--- config.mk ---
export PLATFORM = sky130hd
export DESIGN_NAME = command_region_gate_table_top
export DESIGN_NICKNAME = d
export VERILOG_FILES = /design/src/rtl/crgt_pkg.sv /design/src/rtl/crgt_cell.sv /design/src/rtl/command_region_gate_table_top.sv
export SDC_FILE = /design/constraint.sdc
export NUM_CORES = 2
export LEC_CHECK = 0
export ABC_AREA = 1
export BUFFER_PORTS_ARGS = -buffer_cell sky130_fd_sc_hd__buf_2
export CAP_MARGIN = 10
export CELL_PAD_IN_SITES_DETAIL_PLACEMENT = 0
export CELL_PAD_IN_SITES_GLOBAL_PLACEMENT = 1
export CORE_MARGIN = 4
export CORE_UTILIZATION = 40
export CTS_BUF_LIST = sky130_fd_sc_hd__clkbuf_4 sky130_fd_sc_hd__clkbuf_8 sky130_fd_sc_hd__clkbuf_16
export CTS_CLUSTER_DIAMETER = 150
export DETAILED_ROUTE_END_ITERATION = 7
export GPL_ROUTABILITY_DRIVEN = 1
export MAX_ROUTING_LAYER = met4
export PLACE_DENSITY = 0.71
export SLEW_MARGIN = 20
export SYNTH_ARGS = -nofsm -noshare
export SYNTH_HDL_FRONTEND = slang
export SYNTH_SLANG_ARGS = --single-unit
--- constraint.sdc ---
create_clock -name clk -period 9.57 [get_ports clk]
set_input_delay 0.957 -clock clk [delete_from_list [all_inputs] [get_ports clk]]
set_output_delay 0.957 -clock clk [all_outputs]
set_load 0.02 [all_outputs]
--- src/rtl/crgt_pkg.sv ---
package crgt_pkg;

	localparam int MAX_REGIONS = 8;
	localparam int IDX_W = (MAX_REGIONS > 1) ? $clog2(MAX_REGIONS) : 1;

	typedef logic [IDX_W-1:0] idx_t;

	typedef enum logic [2:0] {
		OP_ARM     = 3'd0,
		OP_ISSUED  = 3'd1,
		OP_RELEASE = 3'd2,
		OP_BLOCKED = 3'd3,
		OP_PHASE   = 3'd4
	} op_t;

	typedef enum logic [3:0] {
		ST_OK           = 4'd0,
		ST_ZERO_LAYER   = 4'd1,
		ST_ZERO_CMD_ID  = 4'd2,
		ST_ORDER        = 4'd3,
		ST_DUPLICATE    = 4'd4,
		ST_FULL         = 4'd5,
		ST_UNARMED      = 4'd6,
		ST_RELEASED     = 4'd7,
		ST_NOT_REACHED  = 4'd8
	} status_t;

	typedef enum logic [1:0] {
		PH_IDLE     = 2'd0,
		PH_ARMED    = 2'd1,
		PH_REACHED  = 2'd2,
		PH_RELEASED = 2'd3
	} phase_t;

	typedef enum logic {
		FSM_IDLE,
		FSM_SCAN
	} fsm_t;

	typedef struct packed {
		op_t         op;
		logic [31:0] layer;
		logic [31:0] insert_after_id;
		logic [31:0] resume_before_id;
		logic [31:0] resume_idx;
		logic [31:0] cmd_id;
		logic [31:0] cmd_index;
	} item_t;

	// token walking down the cell chain, gathering table facts
	typedef struct packed {
		logic       valid;
		logic       found;
		idx_t       found_idx;
		phase_t     found_phase;
		logic       free_ok;
		idx_t       free_idx;
		logic       blocked;
		logic       any_valid;
		logic [1:0] nonrel;
	} tok_t;

	typedef struct packed {
		logic        arm_we;
		logic        rel_we;
		idx_t        idx;
		logic [31:0] layer;
		logic [31:0] insert_id;
		logic [31:0] resume_idx;
	} commit_t;

	typedef struct packed {
		status_t status;
		logic    blocked;
		phase_t  region_phase;
		logic    all_released;
	} result_t;

endpackage

--- src/rtl/crgt_cell.sv ---
module crgt_cell (
	input  logic              clk,
	input  logic              arst_n,
	input  crgt_pkg::idx_t    idx,
	input  crgt_pkg::item_t   item,
	input  crgt_pkg::commit_t cm,
	input  crgt_pkg::tok_t    tok_i,
	output crgt_pkg::tok_t    tok_o
);

	logic             valid_q;
	crgt_pkg::phase_t phase_q;
	logic [31:0]      layer_q;
	logic [31:0]      insert_q;
	logic [31:0]      resume_q;
	crgt_pkg::tok_t   tok_q;
	crgt_pkg::tok_t   tok_d;
	logic             hit;
	logic             issue_hit;
	logic             my_commit;

	assign hit = valid_q && (layer_q == item.layer);
	assign issue_hit = tok_i.valid && (item.op == crgt_pkg::OP_ISSUED) && valid_q
		&& (phase_q == crgt_pkg::PH_ARMED) && (insert_q == item.cmd_id);
	assign my_commit = (cm.idx == idx);

	always_comb begin
		tok_d = tok_i;
		if (hit && !tok_i.found) begin
			tok_d.found       = 1'b1;
			tok_d.found_idx   = idx;
			tok_d.found_phase = phase_q;
		end
		if (!valid_q && !tok_i.free_ok) begin
			tok_d.free_ok  = 1'b1;
			tok_d.free_idx = idx;
		end
		if (valid_q && (phase_q == crgt_pkg::PH_REACHED)
				&& (item.cmd_index >= resume_q)) begin
			tok_d.blocked = 1'b1;
		end
		if (valid_q) begin
			tok_d.any_valid = 1'b1;
		end
		if (valid_q && (phase_q != crgt_pkg::PH_RELEASED) && (tok_i.nonrel != 2'd2)) begin
			tok_d.nonrel = tok_i.nonrel + 2'd1;
		end
	end

	always_ff @(posedge clk or negedge arst_n) begin
		if (!arst_n) begin
			tok_q   <= '0;
			valid_q <= 1'b0;
			phase_q <= crgt_pkg::PH_IDLE;
		end else begin
			tok_q <= tok_d;
			if (cm.arm_we && my_commit) begin
				valid_q <= 1'b1;
				phase_q <= crgt_pkg::PH_ARMED;
			end else if (cm.rel_we && my_commit) begin
				phase_q <= crgt_pkg::PH_RELEASED;
			end else if (issue_hit) begin
				phase_q <= crgt_pkg::PH_REACHED;
			end
		end
	end

	always_ff @(posedge clk) begin
		if (cm.arm_we && my_commit) begin
			layer_q  <= cm.layer;
			insert_q <= cm.insert_id;
			resume_q <= cm.resume_idx;
		end
	end

	assign tok_o = tok_q;

endmodule

--- src/rtl/command_region_gate_table_top.sv ---
// a request is registered on accept, then its token walks the registered cell chain
// and the result is decided as the token leaves the chain; a new request is accepted
// only after the token has left the chain and the control has returned to idle
// a result waiting at the output does not stop the next request; a skid register holds one more
// reset: arst_n clears the whole table to idle and empties the output side
module command_region_gate_table_top (
	input  logic        clk,
	input  logic        arst_n,
	input  logic        req_valid,
	output logic        req_stall,
	input  logic [2:0]  op,
	input  logic [31:0] layer,
	input  logic [31:0] insert_after_id,
	input  logic [31:0] resume_before_id,
	input  logic [31:0] resume_idx,
	input  logic [31:0] cmd_id,
	input  logic [31:0] cmd_index,
	output logic        res_valid,
	input  logic        res_stall,
	output logic [3:0]  status,
	output logic        blocked,
	output logic [1:0]  region_phase,
	output logic        all_released
);

	crgt_pkg::fsm_t    state_q;
	crgt_pkg::fsm_t    state_d;
	crgt_pkg::item_t   item_q;
	logic              launch_q;
	crgt_pkg::tok_t    chain [crgt_pkg::MAX_REGIONS+1];
	crgt_pkg::tok_t    tok_end;
	crgt_pkg::commit_t cm;
	crgt_pkg::result_t res_new;
	crgt_pkg::result_t out_q;
	crgt_pkg::result_t skid_q;
	logic              out_valid_q;
	logic              skid_valid_q;
	logic              accept;
	logic              take;
	logic              done;

	// state machine
	always_comb begin
		state_d = state_q;
		case (state_q)
			crgt_pkg::FSM_IDLE: begin
				if (accept) begin
					state_d = crgt_pkg::FSM_SCAN;
				end
			end
			crgt_pkg::FSM_SCAN: begin
				if (done) begin
					state_d = crgt_pkg::FSM_IDLE;
				end
			end
			default: state_d = crgt_pkg::FSM_IDLE;
		endcase
	end

	always_comb begin
		req_stall = (state_q != crgt_pkg::FSM_IDLE) || skid_valid_q;
	end

	assign accept = req_valid && !req_stall;
	assign take   = out_valid_q && !res_stall;

	always_ff @(posedge clk or negedge arst_n) begin
		if (!arst_n) begin
			state_q  <= crgt_pkg::FSM_IDLE;
			launch_q <= 1'b0;
		end else begin
			state_q  <= state_d;
			launch_q <= accept;
		end
	end

	always_ff @(posedge clk) begin
		if (accept) begin
			item_q.op               <= crgt_pkg::op_t'(op);
			item_q.layer            <= layer;
			item_q.insert_after_id  <= insert_after_id;
			item_q.resume_before_id <= resume_before_id;
			item_q.resume_idx       <= resume_idx;
			item_q.cmd_id           <= cmd_id;
			item_q.cmd_index        <= cmd_index;
		end
	end

	// cell chain
	always_comb begin
		chain[0]       = '0;
		chain[0].valid = launch_q;
	end

	for (genvar g = 0; g < crgt_pkg::MAX_REGIONS; g++) begin : g_cell
		crgt_cell u_cell (
			.clk    (clk),
			.arst_n (arst_n),
			.idx    (crgt_pkg::idx_t'(g)),
			.item   (item_q),
			.cm     (cm),
			.tok_i  (chain[g]),
			.tok_o  (chain[g+1])
		);
	end

	assign tok_end = chain[crgt_pkg::MAX_REGIONS];
	assign done    = tok_end.valid;

	// decide the request once the token leaves the chain
	always_comb begin
		res_new              = '0;
		res_new.status       = crgt_pkg::ST_OK;
		res_new.region_phase = crgt_pkg::PH_IDLE;
		cm                   = '0;
		cm.layer             = item_q.layer;
		cm.insert_id         = item_q.insert_after_id;
		cm.resume_idx        = item_q.resume_idx;
		case (item_q.op)
			crgt_pkg::OP_ARM: begin
				cm.idx = tok_end.free_idx;
				if (item_q.layer == 32'd0) begin
					res_new.status = crgt_pkg::ST_ZERO_LAYER;
				end else if ((item_q.insert_after_id == 32'd0)
						|| (item_q.resume_before_id == 32'd0)) begin
					res_new.status = crgt_pkg::ST_ZERO_CMD_ID;
				end else if (item_q.insert_after_id >= item_q.resume_before_id) begin
					res_new.status = crgt_pkg::ST_ORDER;
				end else if (tok_end.found) begin
					res_new.status = crgt_pkg::ST_DUPLICATE;
				end else if (!tok_end.free_ok) begin
					res_new.status = crgt_pkg::ST_FULL;
				end else begin
					cm.arm_we = done;
				end
			end
			crgt_pkg::OP_RELEASE: begin
				cm.idx = tok_end.found_idx;
				if (!tok_end.found) begin
					res_new.status = crgt_pkg::ST_UNARMED;
				end else if (tok_end.found_phase == crgt_pkg::PH_RELEASED) begin
					res_new.status = crgt_pkg::ST_RELEASED;
				end else if (tok_end.found_phase != crgt_pkg::PH_REACHED) begin
					res_new.status = crgt_pkg::ST_NOT_REACHED;
				end else begin
					cm.rel_we = done;
				end
			end
			crgt_pkg::OP_BLOCKED: begin
				res_new.blocked = tok_end.blocked;
			end
			crgt_pkg::OP_PHASE: begin
				if (tok_end.found) begin
					res_new.region_phase = tok_end.found_phase;
				end
			end
			default: begin
			end
		endcase
		if (cm.arm_we) begin
			res_new.all_released = 1'b0;
		end else if (cm.rel_we) begin
			res_new.all_released = tok_end.any_valid && (tok_end.nonrel == 2'd1);
		end else begin
			res_new.all_released = tok_end.any_valid && (tok_end.nonrel == 2'd0);
		end
	end

	// output register with skid
	always_ff @(posedge clk or negedge arst_n) begin
		if (!arst_n) begin
			out_valid_q  <= 1'b0;
			skid_valid_q <= 1'b0;
		end else if (done) begin
			if (!out_valid_q || take) begin
				out_valid_q <= 1'b1;
			end else begin
				skid_valid_q <= 1'b1;
			end
		end else if (take) begin
			if (skid_valid_q) begin
				skid_valid_q <= 1'b0;
			end else begin
				out_valid_q <= 1'b0;
			end
		end
	end

	always_ff @(posedge clk) begin
		if (done) begin
			if (!out_valid_q || take) begin
				out_q <= res_new;
			end else begin
				skid_q <= res_new;
			end
		end else if (take && skid_valid_q) begin
			out_q <= skid_q;
		end
	end

	assign res_valid    = out_valid_q;
	assign status       = out_q.status;
	assign blocked      = out_q.blocked;
	assign region_phase = out_q.region_phase;
	assign all_released = out_q.all_released;

endmodule
==> summary by stage <==
Yosys
The number of enable-type register cells in the synthesized netlist is 979. The number of distinct library cell variants in the gate-level netlist after synthesis is 59. The number of nets handed over by synthesis was 4460. The post-synthesis average cell area is 12.5 sq um. Sequential cells were found to cover 66.2% of the synthesized design area.

After technology mapping, the gate count stands at 3966. The commonest register cell after synthesis is edfxtp_1. In this run, synthesis produced a sequential element count of 1112. The number of warnings printed during yosys synthesis is 0. The cell area after synthesis is 0.0495 sq mm. Counting flops with an async set or reset pin after synthesis yields a share of 12.0%.

STA
The final cycle utilization of the critical path is 51.9%. The final hold slack is 0.173 ns. The final setup skew is 0.0448 ns.

Headroom to the max-slew limit came out at 25.8%. For this run, the top clock speed supported by timing is 201 MHz. The slew at the pin with the worst max-slew slack is 1.11 ns. The worst path setup slack after routing is 4.60 ns.

Setup violations remaining at the end of the flow were counted as 0. For the final routed database, the setup TNS stands at 0 ns. Setup repair after global routing left no endpoint under its margin. The hold violation count in the final report came to 0.

The final critical-path required period is 4.97 ns. The final-report max-slew violation count is 0.

Setup path
The capture point of the worst reg-to-reg path is g_cell[3].u_cell.resume_q[12]. The startpoint identified for the worst register-to-register timing path is cm[49]. At the worst endpoint, the required time is 9.92 ns.

The critical path arrival is 5.32 ns. The critical path starts at cm[49]. Setup slack on the worst reg-to-reg path comes out at 4.60 ns.

Along the worst path, the maximum fanout reaches 44. Traced cell by cell, the critical path runs through ha_1 > nand2_1 > nand2_1 > nand2_1 > nand2_1 > nand2_1 > a21oi_1 > nor2_1 > and2_1 > nand3_4 > nor2_4 > buf_4 > buf_4. The startpoint type of the worst setup path is a register. The slowest cell on the critical path is buf_4. The number of cells on the worst reg-to-reg path is 13. STA classifies the critical path endpoint as a register.

The largest single stage delay on the critical path is 0.82 ns. By instance count, the cell type seen most on the critical path is nand2_1. The critical path in this run is classified as reg2reg.

CTS
The H-tree generated during clock tree synthesis spans 3 levels. Once the clock tree was built, the resizer swapped 0 gates to a different size. The later-pin clock latency in the skew report is 0.76 ns. Buffers added to address setup during post-CTS repair amount to 0. The number of CTS-inserted buffers is 119. The tree is rooted in a clkbuf_16.

Counting along the longest clock path gives a buffer depth of 3. The tree built by TritonCTS fans out to 1112 sinks. Clock-pin slew was measured on the worst setup and hold paths at 0.06 ns. Hold repair after CTS inserted 0 buffers. TritonCTS built the clock tree.

Power
Overall power consumption after layout is estimated at 12.4 mW. The largest voltage drop on the vdd net is 296 uV. The leakage power figure is 22.3 nW. The ratio of total power to cell area is 220 mW/mm^2.

Placed design
The weighted congestion at the end of routability-driven global placement is 0.938. The worst-case setup slack after placement is 4.65 ns. The cell count after placement is 5759. The HPWL reported at the end of detailed placement is 95.2 mm. Buffers placed on the I/O ports in this run total 208.

Global routing
The total routing resource utilization after global routing is 21.1%. Entering global routing, the biggest net connects 137 pins. The number of antenna violations at the first check in global routing came to 5. The first global-routing pass estimated 195 mm of wire.

The total congestion overflow after global routing is 0. The via count of the first global-routing pass is 29200.

Floorplan
The starting utilization of the core area is 40.4%. The floorplan step defined a core boundary enclosing 0.122 sq mm. Measured along the y axis, the die boundary spans 360 um. The total I/O pin count is 209. The initialized floorplan defines 128 standard-cell rows. The die span in x is 360 um.

The overall die area is 0.129 sq mm.

Finish
Cells with a size suffix above 1 make up 14.6% of the layout. At the end of the flow, the number of nets in the layout was 4749. The area growth from synthesis to final layout is 14.0%.

The final non-filler cell total is 5986. Leaving out fill and tap cells, the most frequent cells in the layout are edfxtp_1 (979), nand2_1 (592), inv_1 (521). The commonest non-fill, non-tap cell in the layout is edfxtp_1.

Detailed routing
The count of nets left with antenna violations after detail routing is 0. In the routed layout, each cell is associated on average with a via count of 5.05. After detailed routing, the average wire length per cell comes to 22.5 um.

For this block, the initial DRC count from the detailed router was 2748. Before antenna repair, the detailed router went through 5 iterations. The detailed-route wire length is 135 mm.

The via total after detailed routing is 30200. For this run, design rule violations remaining after detail routing come to 0.

Flow run
The max-capacitance violation count is 0.

Worst hold path
The worst min-delay path category is in2async.

Run status
The run finished with clean final reports.
==> synth_stat cells, drive strengths merged (5+ instances only) <==
| master | n | area, sq um |
|---|---|---|
| edfxtp | 979 | 29400 |
| ha | 295 | 3690 |
| o21a | 9 | 67.6 |
| o21bai | 10 | 75.1 |
| xnor2 | 144 | 1260 |
| nor2 | 246 | 958 |
| nand2 | 602 | 2290 |
| xor2 | 105 | 920 |
| o22ai | 48 | 307 |
| nor4 | 34 | 231 |
| buf | 64 | 435 |
| o211ai | 12 | 90.1 |
| a21oi | 161 | 825 |
| o21ai | 143 | 738 |
| dfrtp | 133 | 3330 |
| a211oi | 11 | 82.6 |
| and3 | 5 | 31.3 |
| nand4 | 97 | 613 |
| inv | 554 | 2090 |
| nand3 | 91 | 498 |
| nor3 | 47 | 262 |
| o2111ai | 19 | 166 |
| or2 | 107 | 669 |
| a221oi | 15 | 138 |
==> area by class of cell <==
cell class | count | area [sq um]
diodes | 2 | 5.00
clock buffers | 150 | 3300
clock inverters | 75 | 688
fillers | 11100 | 66000
inverters | 554 | 2090
multi-input cells | 2234 | 14300
flip-flops and latches | 1112 | 32700
well taps | 1625 | 2030
repair buffers | 234 | 1250
==> worst max-delay path: cells and delay by family, from the launching register on <==
family | cells | cell delay [ns]
DFF | 1 | 0.61
buffers and inverters | 2 | 1.43
adders and majority gates | 1 | 0.40
AOI/OAI and AO/OA | 1 | 0.07
and+or+nand+nor | 9 | 2.03
==> kinds of logic after synthesis <==
| kind of cell | count (synthesis) | synth area share [%] |
|---|---|---|
| XOR/XNOR | 249 | 4.41 |
| flip-flops | 1112 | 66.2 |
| buffers and inverters | 620 | 5.13 |
| AND/OR/NAND/NOR | 1238 | 11.4 |
| AO/OA/AOI/OAI | 452 | 5.44 |
| adder cells (fa/ha/maj) | 295 | 7.46 |
==> worst max path at each step <==
stage                                          endpoint  depth (start not counted)
after floorplan                                launch_q                          2
after global placement    g_cell[3].u_cell.resume_q[14]                         15
after detailed placement  g_cell[3].u_cell.resume_q[11]                         15
after CTS                 g_cell[3].u_cell.resume_q[12]                         15
after global routing      g_cell[3].u_cell.resume_q[12]                         15
final                     g_cell[3].u_cell.resume_q[12]                         13
==> routing by layer <==
layer / global-route usage (%) / part of all wire, % / vias to the layer above
li1: - / - / 14400
met1: 29.1 / 45 / 14700
met2: 32.8 / 46 / 929
met3: 3.09 / 5.8 / 197
met4: 5.84 / 2.6 / 0
met5: - / 0 / -
==> power by group <==
| group | switching [mW] | internal, mW | leakage, nW |
|---|---|---|---|
| clock | 1.94 | 2.72 | 2.00 |
| sequential | 0.482 | 5.75 | 10.6 |
| combinational | 0.992 | 0.528 | 9.71 |
| total | 3.41 | 9.00 | 22.3 |
==> flip-flops by register name (all words and copies together) (netlist names), 8 cells and up <==
register                count
g_cell.u_cell.phase_q      16
cm                         96
item_q                     99
g_cell.u_cell.layer_q     256
skid_q                      8
g_cell.u_cell.valid_q       8
g_cell.u_cell.tok_o       105
g_cell.u_cell.resume_q    256
g_cell.u_cell.insert_q    256
==> metrics by stage <==
step,area (sq um),utilization [%]
final,56400,46.1
after global routing,56400,46.1
after CTS,56300,46.1
after detailed placement,52400,42.8
after global placement,52400,42.8
after floorplan,49500,-
Note: power is estimated with default switching activity, not from simulation.
